<file path="config.mk">
export PLATFORM = sky130hd
export DESIGN_NAME = segment_fit_allocator
export DESIGN_NICKNAME = d
export VERILOG_FILES = /design/src/hdl/sfa_pkg.sv /design/src/hdl/sfa_ctrl.sv /design/src/hdl/sfa_datapath.sv /design/src/hdl/segment_fit_allocator.sv
export SDC_FILE = /design/constraint.sdc
export NUM_CORES = 2
export LEC_CHECK = 0
export BUFFER_PORTS_ARGS = -buffer_cell sky130_fd_sc_hd__buf_2
export CORE_ASPECT_RATIO = 1.5
export CORE_UTILIZATION = 50
export CTS_CLUSTER_SIZE = 28
export DETAILED_ROUTE_END_ITERATION = 16
export GPL_ROUTABILITY_DRIVEN = 0
export PLACE_DENSITY = 0.65
export SLEW_MARGIN = 10
export SYNTH_ARGS = -nofsm -noshare
export SYNTH_HDL_FRONTEND = slang
export SYNTH_HIERARCHICAL = 1
export SYNTH_SLANG_ARGS = --single-unit
</file>
<file path="constraint.sdc">
create_clock -name clk -period 10.36 [get_ports clk]
set_input_delay 0 -clock clk [delete_from_list [all_inputs] [get_ports clk]]
set_output_delay 0 -clock clk [all_outputs]
set_load 0.03 [all_outputs]
</file>
<file path="src/hdl/sfa_pkg.sv">
// Shared codes, defaults and control/status bundles for the segment fit allocator.
package sfa_pkg;

  localparam int MAX_SEGMENTS_DEF = 64;
  localparam int OFFSET_BITS_DEF  = 20;

  // field widths of the stream words
  localparam int REQ_W    = 21;
  localparam int REL_W    = 20;
  localparam int STATUS_W = 3;
  localparam int GRANT_W  = 20;
  localparam int SCOUNT_W = 7;
  localparam int CFG_W    = 21;
  localparam int NEED_W   = REQ_W + 1;

  // register indexes
  localparam logic REG_FIT_MODE   = 1'b0;
  localparam logic REG_ARENA_SIZE = 1'b1;

  // placement policies
  localparam logic [1:0] FIT_FIRST = 2'd0;
  localparam logic [1:0] FIT_NEXT  = 2'd1;
  localparam logic [1:0] FIT_WORST = 2'd2;
  localparam logic [1:0] FIT_BEST  = 2'd3;

  // operation kinds
  localparam logic KIND_ALLOC = 1'b0;
  localparam logic KIND_FREE  = 1'b1;

  // result status codes
  localparam logic [STATUS_W-1:0] STS_GRANTED   = 3'd0;
  localparam logic [STATUS_W-1:0] STS_NO_FIT    = 3'd1;
  localparam logic [STATUS_W-1:0] STS_FULL      = 3'd2;
  localparam logic [STATUS_W-1:0] STS_FREED     = 3'd3;
  localparam logic [STATUS_W-1:0] STS_NOT_FOUND = 3'd4;

  // datapath steps
  localparam logic [3:0] STEP_NOP    = 4'd0;
  localparam logic [3:0] STEP_INIT   = 4'd1;
  localparam logic [3:0] STEP_LOAD   = 4'd2;
  localparam logic [3:0] STEP_SCAN   = 4'd3;
  localparam logic [3:0] STEP_DECIDE = 4'd4;
  localparam logic [3:0] STEP_SHUP   = 4'd5;
  localparam logic [3:0] STEP_WSPLIT = 4'd6;
  localparam logic [3:0] STEP_WPICK  = 4'd7;
  localparam logic [3:0] STEP_FRD    = 4'd8;
  localparam logic [3:0] STEP_WMERGE = 4'd9;
  localparam logic [3:0] STEP_SHDN   = 4'd10;
  localparam logic [3:0] STEP_FDONE  = 4'd11;
  localparam logic [3:0] STEP_WFREE  = 4'd12;
  localparam logic [3:0] STEP_RESP   = 4'd13;

  typedef struct packed {
    logic [3:0]          step;
    logic [STATUS_W-1:0] code;
  } sfa_cmd_t;

  typedef struct packed {
    logic scan_done;
    logic found;
    logic zero;
    logic split;
    logic full;
    logic is_free;
    logic has_next;
    logic next_free;
    logic shift_done;
    logic out_free;
  } sfa_sts_t;

endpackage

</file>
<file path="src/hdl/sfa_ctrl.sv">
// Sequencing state machine of the segment fit allocator.
module sfa_ctrl (
  input  logic              clk,
  input  logic              rst_n,
  input  logic              in_tvalid,
  output logic              in_tready,
  input  sfa_pkg::sfa_sts_t sts,
  output sfa_pkg::sfa_cmd_t cmd
);
  import sfa_pkg::*;

  localparam logic [3:0] S_INIT   = 4'd0;
  localparam logic [3:0] S_IDLE   = 4'd1;
  localparam logic [3:0] S_SCAN   = 4'd2;
  localparam logic [3:0] S_DECIDE = 4'd3;
  localparam logic [3:0] S_SHUP   = 4'd4;
  localparam logic [3:0] S_WSPLIT = 4'd5;
  localparam logic [3:0] S_WPICK  = 4'd6;
  localparam logic [3:0] S_FRD    = 4'd7;
  localparam logic [3:0] S_FEVAL  = 4'd8;
  localparam logic [3:0] S_WMERGE = 4'd9;
  localparam logic [3:0] S_SHDN   = 4'd10;
  localparam logic [3:0] S_FDONE  = 4'd11;
  localparam logic [3:0] S_WFREE  = 4'd12;
  localparam logic [3:0] S_RESP   = 4'd13;

  logic [3:0]          state_r, state_nxt;
  logic [STATUS_W-1:0] code_r, code_nxt;

  always_ff @(posedge clk) begin
    if (!rst_n) begin
      state_r <= S_INIT;
      code_r  <= STS_GRANTED;
    end else begin
      state_r <= state_nxt;
      code_r  <= code_nxt;
    end
  end

  assign in_tready = (state_r == S_IDLE);

  always_comb begin
    state_nxt = state_r;
    code_nxt  = code_r;
    cmd.code  = code_r;
    cmd.step  = STEP_NOP;
    unique case (state_r)
      S_INIT: begin
        cmd.step  = STEP_INIT;
        state_nxt = S_IDLE;
      end
      S_IDLE: begin
        if (in_tvalid) begin
          cmd.step  = STEP_LOAD;
          state_nxt = S_SCAN;
        end
      end
      S_SCAN: begin
        cmd.step = STEP_SCAN;
        if (sts.scan_done) state_nxt = S_DECIDE;
      end
      S_DECIDE: begin
        cmd.step = STEP_DECIDE;
        if (sts.is_free) begin
          if (!sts.found) begin
            code_nxt  = STS_NOT_FOUND;
            state_nxt = S_RESP;
          end else if (sts.has_next) begin
            state_nxt = S_FRD;
          end else begin
            state_nxt = S_WFREE;
          end
        end else if (sts.zero || !sts.found) begin
          code_nxt  = STS_NO_FIT;
          state_nxt = S_RESP;
        end else if (sts.split) begin
          if (sts.full) begin
            code_nxt  = STS_FULL;
            state_nxt = S_RESP;
          end else begin
            state_nxt = S_SHUP;
          end
        end else begin
          state_nxt = S_WPICK;
        end
      end
      S_SHUP: begin
        cmd.step = STEP_SHUP;
        if (sts.shift_done) state_nxt = S_WSPLIT;
      end
      S_WSPLIT: begin
        cmd.step  = STEP_WSPLIT;
        state_nxt = S_WPICK;
      end
      S_WPICK: begin
        cmd.step  = STEP_WPICK;
        code_nxt  = STS_GRANTED;
        state_nxt = S_RESP;
      end
      S_FRD: begin
        cmd.step  = STEP_FRD;
        state_nxt = S_FEVAL;
      end
      S_FEVAL: begin
        state_nxt = sts.next_free ? S_WMERGE : S_WFREE;
      end
      S_WMERGE: begin
        cmd.step  = STEP_WMERGE;
        state_nxt = S_SHDN;
      end
      S_SHDN: begin
        cmd.step = STEP_SHDN;
        if (sts.shift_done) state_nxt = S_FDONE;
      end
      S_FDONE: begin
        cmd.step  = STEP_FDONE;
        code_nxt  = STS_FREED;
        state_nxt = S_RESP;
      end
      S_WFREE: begin
        cmd.step  = STEP_WFREE;
        code_nxt  = STS_FREED;
        state_nxt = S_RESP;
      end
      S_RESP: begin
        if (sts.out_free) begin
          cmd.step  = STEP_RESP;
          state_nxt = S_IDLE;
        end
      end
      default: state_nxt = S_INIT;
    endcase
  end

endmodule

</file>
<file path="src/hdl/sfa_datapath.sv">
// Segment table memory, scan and shift counters, and result register.
module sfa_datapath #(
  parameter int MAX_SEGMENTS = sfa_pkg::MAX_SEGMENTS_DEF,
  parameter int OFFSET_BITS  = sfa_pkg::OFFSET_BITS_DEF
) (
  input  logic                          clk,
  input  logic                          rst_n,
  input  sfa_pkg::sfa_cmd_t             cmd,
  output sfa_pkg::sfa_sts_t             sts,
  input  logic                          cfg_we,
  input  logic                          cfg_index,
  input  logic [sfa_pkg::CFG_W-1:0]     cfg_wdata,
  input  logic                          in_kind,
  input  logic [sfa_pkg::REQ_W-1:0]     in_req,
  input  logic [sfa_pkg::REL_W-1:0]     in_rel,
  input  logic                          out_tready,
  output logic                          out_valid,
  output logic [sfa_pkg::STATUS_W-1:0]  out_status,
  output logic [sfa_pkg::GRANT_W-1:0]   out_grant,
  output logic [sfa_pkg::SCOUNT_W-1:0]  out_count
);
  import sfa_pkg::*;

  localparam int OFF_W = OFFSET_BITS;
  localparam int LEN_W = OFFSET_BITS + 1;
  localparam int IDX_W = $clog2(MAX_SEGMENTS);
  localparam int CNT_W = $clog2(MAX_SEGMENTS + 1);
  localparam int CW    = (LEN_W > NEED_W) ? LEN_W : NEED_W;
  localparam logic [CW-1:0] LIMIT = CW'(64'(1) << OFFSET_BITS);
  localparam logic [CW-1:0] RST_ARENA = (LIMIT < CW'(1048576)) ? LIMIT : CW'(1048576);

  typedef struct packed {
    logic [OFF_W-1:0] start;
    logic [LEN_W-1:0] len;
    logic             taken;
  } entry_t;

  entry_t mem_r [MAX_SEGMENTS];
  entry_t rd_r;

  logic [1:0]        fit_r;
  logic [LEN_W-1:0]  arena_r;
  logic [CNT_W-1:0]  count_r, count_nxt;
  logic [IDX_W-1:0]  rover_r, rover_nxt;
  logic              kind_r;
  logic [NEED_W-1:0] need_r;
  logic              zero_r;
  logic [REL_W-1:0]  rel_r;
  logic [CNT_W-1:0]  k_r;
  logic [IDX_W-1:0]  first_r;
  logic              pend_r;
  logic [IDX_W-1:0]  pidx_r;
  logic              found_r, found_nxt;
  logic [IDX_W-1:0]  pick_r, pick_nxt;
  logic [OFF_W-1:0]  pstart_r, pstart_nxt;
  logic [LEN_W-1:0]  plen_r, plen_nxt;
  logic [CNT_W-1:0]  sh_r;
  logic              spend_r;
  logic [IDX_W-1:0]  sidx_r;

  logic              mem_we, mem_re;
  logic [IDX_W-1:0]  mem_wa, mem_ra;
  entry_t            mem_wd;

  function automatic logic [LEN_W-1:0] clamp_arena(input logic [CFG_W-1:0] v);
    logic [CW-1:0] r;
    r = (CW'(v) + CW'(3)) & ~CW'(3);
    if (r < CW'(4)) r = CW'(4);
    if (r > LIMIT) r = LIMIT;
    return LEN_W'(r);
  endfunction

  // scan bookkeeping
  logic             early, halt, issue, eval;
  logic [CNT_W:0]   sum;
  logic [IDX_W-1:0] scan_idx;
  logic [CW-1:0]    e_len, p_len, need_c;
  logic             fit_ok, hit;
  logic [CNT_W-1:0] pick1;
  logic             sh_issue;

  assign early  = kind_r || (fit_r == FIT_FIRST) || (fit_r == FIT_NEXT);
  assign halt   = found_r && early;
  assign issue  = (k_r < count_r) && !halt;
  assign eval   = pend_r && !halt;
  assign sum    = {1'b0, k_r} + (CNT_W + 1)'(first_r);
  assign scan_idx = (sum >= {1'b0, count_r}) ? IDX_W'(sum - {1'b0, count_r}) : IDX_W'(sum);
  assign e_len  = CW'(rd_r.len);
  assign p_len  = CW'(plen_r);
  assign need_c = CW'(need_r);
  assign fit_ok = !rd_r.taken && (e_len >= need_c);
  assign hit    = kind_r ? (rd_r.taken && (32'(rd_r.start) == 32'(rel_r))) : fit_ok;
  assign pick1  = CNT_W'(pick_r) + CNT_W'(1);
  assign sh_issue = kind_r ? (sh_r < count_r) : (sh_r > pick1);

  always_comb begin
    found_nxt  = found_r;
    pick_nxt   = pick_r;
    pstart_nxt = pstart_r;
    plen_nxt   = plen_r;
    if (eval && hit) begin
      if (!found_r || (!kind_r && fit_r == FIT_WORST && e_len > p_len) ||
          (!kind_r && fit_r == FIT_BEST && e_len < p_len)) begin
        found_nxt  = 1'b1;
        pick_nxt   = pidx_r;
        pstart_nxt = rd_r.start;
        plen_nxt   = rd_r.len;
      end
    end
  end

  // memory port selection
  always_comb begin
    mem_we = 1'b0;
    mem_re = 1'b0;
    mem_wa = '0;
    mem_ra = '0;
    mem_wd = '{start: '0, len: arena_r, taken: 1'b0};
    case (cmd.step)
      STEP_INIT: mem_we = 1'b1;
      STEP_SCAN: begin
        mem_re = issue;
        mem_ra = scan_idx;
      end
      STEP_SHUP: begin
        mem_re = sh_issue;
        mem_ra = IDX_W'(sh_r - CNT_W'(1));
        mem_we = spend_r;
        mem_wa = sidx_r + IDX_W'(1);
        mem_wd = rd_r;
      end
      STEP_SHDN: begin
        mem_re = sh_issue;
        mem_ra = IDX_W'(sh_r);
        mem_we = spend_r;
        mem_wa = sidx_r - IDX_W'(1);
        mem_wd = rd_r;
      end
      STEP_WSPLIT: begin
        mem_we = 1'b1;
        mem_wa = pick_r + IDX_W'(1);
        mem_wd = '{start: pstart_r + OFF_W'(need_r), len: plen_r - LEN_W'(need_r),
                   taken: 1'b0};
      end
      STEP_WPICK: begin
        mem_we = 1'b1;
        mem_wa = pick_r;
        mem_wd = '{start: pstart_r, len: LEN_W'(need_r), taken: 1'b1};
      end
      STEP_FRD: begin
        mem_re = 1'b1;
        mem_ra = pick_r + IDX_W'(1);
      end
      STEP_WMERGE: begin
        mem_we = 1'b1;
        mem_wa = pick_r;
        mem_wd = '{start: pstart_r, len: plen_r + rd_r.len, taken: 1'b0};
      end
      STEP_WFREE: begin
        mem_we = 1'b1;
        mem_wa = pick_r;
        mem_wd = '{start: pstart_r, len: plen_r, taken: 1'b0};
      end
      default: ;
    endcase
    // a register write rebuilds the table as one free segment
    if (cfg_we) begin
      mem_we = 1'b1;
      mem_wa = '0;
      mem_wd = '{start: '0, len: (cfg_index == REG_ARENA_SIZE) ? clamp_arena(cfg_wdata)
                                                                : arena_r, taken: 1'b0};
    end
  end

  always_ff @(posedge clk) begin
    if (mem_we) mem_r[mem_wa] <= mem_wd;
    if (mem_re) rd_r <= mem_r[mem_ra];
  end

  always_comb begin
    count_nxt = count_r;
    rover_nxt = rover_r;
    case (cmd.step)
      STEP_WPICK: begin
        rover_nxt = pick_r;
        if (p_len > need_c) count_nxt = count_r + CNT_W'(1);
      end
      STEP_FDONE: begin
        count_nxt = count_r - CNT_W'(1);
        if (CNT_W'(rover_r) > pick1) rover_nxt = rover_r - IDX_W'(1);
        else if (CNT_W'(rover_r) == pick1) rover_nxt = pick_r;
      end
      default: ;
    endcase
    if (cmd.step == STEP_INIT || cfg_we) begin
      count_nxt = CNT_W'(1);
      rover_nxt = '0;
    end
  end

  always_ff @(posedge clk) begin
    if (!rst_n) begin
      fit_r     <= FIT_FIRST;
      arena_r   <= LEN_W'(RST_ARENA);
      count_r   <= CNT_W'(1);
      rover_r   <= '0;
      pend_r    <= 1'b0;
      spend_r   <= 1'b0;
      found_r   <= 1'b0;
      out_valid <= 1'b0;
    end else begin
      count_r <= count_nxt;
      rover_r <= rover_nxt;
      if (cfg_we) begin
        if (cfg_index == REG_FIT_MODE) fit_r <= cfg_wdata[1:0];
        else arena_r <= clamp_arena(cfg_wdata);
      end
      if (cmd.step == STEP_RESP) out_valid <= 1'b1;
      else if (out_valid && out_tready) out_valid <= 1'b0;
      case (cmd.step)
        STEP_LOAD: begin
          kind_r  <= in_kind;
          need_r  <= (NEED_W'(in_req) + NEED_W'(3)) & ~NEED_W'(3);
          zero_r  <= (in_req == '0);
          rel_r   <= in_rel;
          k_r     <= '0;
          pend_r  <= 1'b0;
          found_r <= 1'b0;
          first_r <= (in_kind == KIND_ALLOC && fit_r == FIT_NEXT &&
                      CNT_W'(rover_r) < count_r) ? rover_r : '0;
        end
        STEP_SCAN: begin
          if (issue) k_r <= k_r + CNT_W'(1);
          pend_r   <= issue;
          pidx_r   <= scan_idx;
          found_r  <= found_nxt;
          pick_r   <= pick_nxt;
          pstart_r <= pstart_nxt;
          plen_r   <= plen_nxt;
        end
        STEP_DECIDE: begin
          sh_r    <= count_r;
          spend_r <= 1'b0;
        end
        STEP_WMERGE: begin
          sh_r    <= pick1 + CNT_W'(1);
          spend_r <= 1'b0;
        end
        STEP_SHUP: begin
          if (sh_issue) sh_r <= sh_r - CNT_W'(1);
          spend_r <= sh_issue;
          sidx_r  <= IDX_W'(sh_r - CNT_W'(1));
        end
        STEP_SHDN: begin
          if (sh_issue) sh_r <= sh_r + CNT_W'(1);
          spend_r <= sh_issue;
          sidx_r  <= IDX_W'(sh_r);
        end
        STEP_RESP: begin
          out_status <= cmd.code;
          out_grant  <= (cmd.code == STS_GRANTED) ? GRANT_W'(32'(pstart_r)) : '0;
          out_count  <= SCOUNT_W'(32'(count_r));
        end
        default: ;
      endcase
    end
  end

  assign sts.scan_done  = (!pend_r && k_r >= count_r) || halt;
  assign sts.found      = found_r;
  assign sts.zero       = zero_r;
  assign sts.split      = p_len > need_c;
  assign sts.full       = count_r >= CNT_W'(MAX_SEGMENTS);
  assign sts.is_free    = kind_r;
  assign sts.has_next   = pick1 < count_r;
  assign sts.next_free  = !rd_r.taken;
  assign sts.shift_done = !sh_issue && !spend_r;
  assign sts.out_free   = !out_valid || out_tready;

  a_count_range: assert property (@(posedge clk) disable iff (!rst_n)
    count_r != '0 && count_r <= CNT_W'(MAX_SEGMENTS))
    else $error("segment count out of range");
  a_rover_live: assert property (@(posedge clk) disable iff (!rst_n)
    CNT_W'(rover_r) < count_r)
    else $error("rover beyond live segments");
  a_pick_found: assert property (@(posedge clk) disable iff (!rst_n)
    (cmd.step == STEP_WPICK || cmd.step == STEP_WFREE || cmd.step == STEP_WMERGE) |-> found_r)
    else $error("table write without a chosen segment");
  a_split_room: assert property (@(posedge clk) disable iff (!rst_n)
    cmd.step == STEP_WSPLIT |=> count_r < CNT_W'(MAX_SEGMENTS) || $past(cfg_we))
    else $error("split with a full table");

endmodule

</file>
<file path="src/hdl/segment_fit_allocator.sv">
// Top level of the segment fit allocator: stream ports, controller and datapath.
//
// Keeps an address-ordered table of arena segments in a single memory (one write
// and one registered read port). One word in, one word out. An allocate word
// scans the live segments one per cycle (pipelined reads; first and next fit
// stop at the first hit, worst and best fit read all), then inserts a split
// tail by shifting the entries above the pick up one per cycle. A free word
// scans for the taken segment at the offset, reads its follower and, on a
// merge, shifts the entries above down one per cycle. The time an item takes
// grows with the live segment count, as the scan and the shift walk the single
// memory port. After reset the init state writes the initial free segment
// before the first word is taken. The result sits in an output register, so a
// new word is accepted while it waits; the next result waits for that register.
// Configuration writes rebuild the table in the same cycle; the user must make
// them only while the block is idle, as the block itself does not enforce it.
module segment_fit_allocator #(
  parameter int MAX_SEGMENTS = sfa_pkg::MAX_SEGMENTS_DEF,
  parameter int OFFSET_BITS  = sfa_pkg::OFFSET_BITS_DEF
) (
  input  logic                      clk,
  input  logic                      rst_n,
  input  logic                      cfg_we,
  input  logic                      cfg_index,  // 0 fit_mode, 1 arena_bytes
  input  logic [sfa_pkg::CFG_W-1:0] cfg_wdata,
  input  logic                      in_tvalid,
  output logic                      in_tready,
  input  logic [47:0]               in_tdata,   // request_bytes[20:0], release_offset[40:21]
  input  logic                      in_tuser,   // kind
  output logic                      out_tvalid,
  input  logic                      out_tready,
  output logic [31:0]               out_tdata   // status[2:0], grant_offset[22:3],
                                                // segment_count[29:23]
);
  import sfa_pkg::*;

  sfa_cmd_t cmd;
  sfa_sts_t sts;

  logic [STATUS_W-1:0] o_status;
  logic [GRANT_W-1:0]  o_grant;
  logic [SCOUNT_W-1:0] o_count;

  sfa_ctrl u_ctrl (
    .clk       (clk),
    .rst_n     (rst_n),
    .in_tvalid (in_tvalid),
    .in_tready (in_tready),
    .sts       (sts),
    .cmd       (cmd)
  );

  sfa_datapath #(
    .MAX_SEGMENTS (MAX_SEGMENTS),
    .OFFSET_BITS  (OFFSET_BITS)
  ) u_dp (
    .clk        (clk),
    .rst_n      (rst_n),
    .cmd        (cmd),
    .sts        (sts),
    .cfg_we     (cfg_we),
    .cfg_index  (cfg_index),
    .cfg_wdata  (cfg_wdata),
    .in_kind    (in_tuser),
    .in_req     (in_tdata[20:0]),
    .in_rel     (in_tdata[40:21]),
    .out_tready (out_tready),
    .out_valid  (out_tvalid),
    .out_status (o_status),
    .out_grant  (o_grant),
    .out_count  (o_count)
  );

  // pack result word, upper bits zero
  assign out_tdata = {2'b00, o_count, o_grant, o_status};

endmodule
</file>
==> impl_metrics.py <==
metrics = {
    "run_status": {
        "status": "finished, final reports clean",
    },
    "grt": {
        "antenna_found_initial": 13,
        "grt_usage": 0.2904,
        "grt_pass1_wl_um": 527300,
        "grt_max_degree": 157,
        "grt_pass1_vias": 78650,
        "overflow": 0,
    },
    "synthesis": {
        "synth_edf_count": 2881,
        "async_reset_ff_frac": 0,
        "ys_seq_area_frac": 0.7105,
        "synth_cells": 9620,
        "yosys.cell_types.count": 104,
        "synthFlopType": "edfxtp_1",
        "syn-mean-instance-area_um2": 12.79,
        "yosysWarnings": 6,
        "netlist_area_um2": 123000,
        "synth-seq-cells": 2926,
    },
    "worst_setup_path": {
        "path_depth": 20,
        "cp_max_fo": 24,
        "critPathBufInv": 4,
        "slowest_stage": "nor2_4",
        "cp.arrival_ps": 8560,
        "r2r_slack_ps": 2290,
        "r2r_start": "u_ctrl/state_r[2]$_SDFFE_PN0P_",
        "path_cells": "inv_1, xnor2_1, a21oi_1, nor3b_1, nand2_1, inv_1, ha_1, a21o_1, a21o_1, a21o_1, a21oi_1, xor2_1, nor2_1, a21oi_1, a221oi_2, buf_4, nor2_1, nand3b_1, nor2_4, buf_4",
        "path_class": "register to register",
        "crit_required_ps": 10850,
        "rr_worst_depth": 20,
        "start_kind": "register",
        "cp-end-kind": "register",
        "path_delay_family": "simple AND/OR/NAND/NOR gates",
        "slowest_delay_ps": 1130,
        "worst_r2r_endpoint": "u_dp/mem_r[42][40]$_DFFE_PP_",
    },
    "sta": {
        "fmax_ghz": 0.1239,
        "worst_slew_pin_slew_ps": 1426,
        "grt_setup_unrepaired": "false",
        "setup_tns_ps": 0,
        "maxSlewViolCount": 0,
        "fin_crit_ps": 8071,
        "timing.hold.ws_ps": 64.73,
        "fin_crit_sh": 0.7790,
        "hold_viol": 0,
        "fin_skew_ps": 51.48,
        "setup_viol_count_final": 0,
        "max_slew_margin": 0.04593,
    },
    "min_path": {
        "hold_start": "out_tready",
        "min_to": "u_dp/out_valid$_SDFFE_PN0P_",
        "hp-class": "input port to register",
        "min_path_cells": 4,
    },
    "cts": {
        "clk_transition_reported_paths_ps": 60,
        "cts_sinks": 2926,
        "cts_tree": "built",
        "cts_setup_buffers": 0,
        "cts.htree.levels": 5,
        "numCtsBuffers": 267,
        "clk_path_buf_depth": 4,
        "clk_latency_ps": 870,
        "cts_root_buffer": "clkbuf_16",
    },
    "finish": {
        "area_growth_pct": 12.02,
        "drive_gt1_frac": 0.09468,
        "multi_input_area_um2": 33420,
        "seq_area_um2": 87410,
        "stdcell_count": 13230,
        "nNetsFinal": 10020,
        "finish.utilization": 0.5644,
        "final_common_cell": "edfxtp_1",
        "layout_common_cells": "2,881 x edfxtp_1, 2,500 x nand2_1, 1,321 x nand3_1",
        "nFillCells": 19130,
    },
    "detailed_routing": {
        "viasPerCell": 6.195,
        "dr.pass1.iters": 9,
        "route.detailed.drc": 0,
        "routed_wl_um": 366500,
        "routedWlPerCell_um": 27.71,
        "drtAntennaViolNets": 0,
        "num_vias": 81940,
        "drt_first_iter_violations": 10120,
    },
    "floorplanning": {
        "die_h_um": 609.5,
        "core-area_um2": 244200,
        "start_util": 0.5039,
        "ios": 110,
        "die_area_um2": 248100,
        "rows": 222,
        "die_width_um": 407.0,
    },
    "power": {
        "powerDensity_nw_per_um2": 270.4,
        "p_leak_nw": 49.40,
        "vdd_drop_max_mv": 0.2602,
        "power.total_mw": 37.26,
    },
    "job": {
        "cap_violations": 0,
    },
    "placed_design": {
        "io_buffers": 100,
        "dp_cells": 12620,
        "hpwl_um": 213200,
    },
}
## logic make-up (layout without fill, tap and decap cells)
logic type      after synthesis  count (layout)  synth area share
compound gates             1008            1008           0.05865
buf+inv                     703            1052           0.02548
mux                         164             164           0.01827
flops                      2926            2926            0.7105
xor+xnor                    140             140          0.009966
simple gates               4510            4510            0.1596
fa+ha+maj                   168             168           0.01751
other cells                   1              11        0.00003048
## cell type report
class / instances / area share
multi-input combinational: 5992 / 0.2425
clock inverter: 149 / 0.01075
timing repair buffer: 471 / 0.02873
sequential: 2926 / 0.6343
inverter: 116 / 0.003160
antenna: 9 / 0.0001634
clock buffer: 316 / 0.05090
tap: 3248 / 0.02949
## routing by layer
layer  vias to the layer above  part of all wire  global-route usage
met5                         -          0.000071                   0
met4                         4             0.061              0.1645
met3                       955             0.084             0.04520
met2                      4264              0.50              0.4901
met1                     40930              0.36              0.3543
li1                      35790                 -                   -
## where the power goes
part	switching [mW]	total, mW	internal, mW
logic	9.61	13.2	3.60
registers	0.361	14.2	13.8
clock network	4.35	9.86	5.51
## cell usage after synthesis, types with 31 or more instances
| library cell | n | area share |
|---|---|---|
| nand3_1 | 1323 | 0.054 |
| clkbuf_1 | 168 | 0.0051 |
| o2111ai_1 | 45 | 0.0032 |
| buf_1 | 114 | 0.0035 |
| mux4_2 | 47 | 0.0086 |
| buf_2 | 273 | 0.011 |
| a32oi_1 | 36 | 0.0026 |
| ha_1 | 161 | 0.016 |
| a22o_1 | 31 | 0.0022 |
| o21ai_0 | 123 | 0.0050 |
| nor3_1 | 44 | 0.0018 |
| dfxtp_1 | 45 | 0.0073 |
| a21o_1 | 37 | 0.0023 |
| inv_1 | 115 | 0.0035 |
| xnor2_1 | 85 | 0.0061 |
| nor2_1 | 285 | 0.0087 |
| a21oi_1 | 224 | 0.0091 |
| a22oi_1 | 38 | 0.0023 |
| nand2_1 | 2502 | 0.076 |
| a222oi_1 | 41 | 0.0033 |
| nor2b_1 | 31 | 0.0016 |
| nand2b_1 | 35 | 0.0018 |
| nand4_1 | 51 | 0.0026 |
| edfxtp_1 | 2881 | 0.70 |
| mux2i_1 | 106 | 0.0086 |
| and3_1 | 133 | 0.0068 |
| a311oi_1 | 66 | 0.0047 |
| xor2_1 | 55 | 0.0039 |
| a221oi_1 | 50 | 0.0036 |
| a31oi_1 | 114 | 0.0058 |
## what timing repair did
action                                 CTS  global route
endpoints found under the hold margin   93             0
setup endpoints to repair                0             0
gates resized for setup                  0             0
hold buffers                           134             0
## metrics by stage
stage | setup slack [ps] | area [um2]
floorplan | 2656 | 123000
global placement | 2594 | 127900
detailed placement | 2526 | 127900
CTS | 2455 | 137800
global route | 1946 | 137800
finish | 2289 | 137800
## how the worst max path moves through the flow
stage | slack (ps) | startpoint | end
finish | 2290 | u_ctrl/state_r[2]$_SDFFE_PN0P_ | u_dp/mem_r[42][40]$_DFFE_PP_
global route | 1950 | u_ctrl/state_r[2]$_SDFFE_PN0P_ | u_dp/e_len[19]$_DFFE_PP_
CTS | 2450 | u_ctrl/state_r[1]$_SDFFE_PN0P_ | u_dp/mem_r[47][40]$_DFFE_PP_
detailed placement | 2530 | u_ctrl/state_r[2]$_SDFFE_PN0P_ | u_dp/mem_r[47][9]$_DFFE_PP_
global placement | 2590 | u_ctrl/state_r[2]$_SDFFE_PN0P_ | u_dp/mem_r[47][5]$_DFFE_PP_
floorplan | 2660 | u_dp/plen_r[0]$_DFFE_PP_ | u_dp/mem_r[0][17]$_DFFE_PP_
## tightest hold or removal path: stages
cell	delay [ps]
dlygate4sd3_1	520
buf_2	90
nand2b_1	160
o21bai_1	90
## state kept, by name, summed over array words and instances (netlist names), 19 cells and up
| signal | cells |
|---|---|
| u_dp/mem_r | 2688 |
| u_dp/e_len | 21 |
| u_dp/plen_r | 21 |
| u_dp/rd_r | 21 |
| u_dp/need_c | 20 |
| u_dp/out_grant | 20 |
| u_dp/pstart_r | 20 |
| u_dp/rel_r | 20 |
| u_dp/arena_r | 19 |
Power figures use the tool's default switching activity.
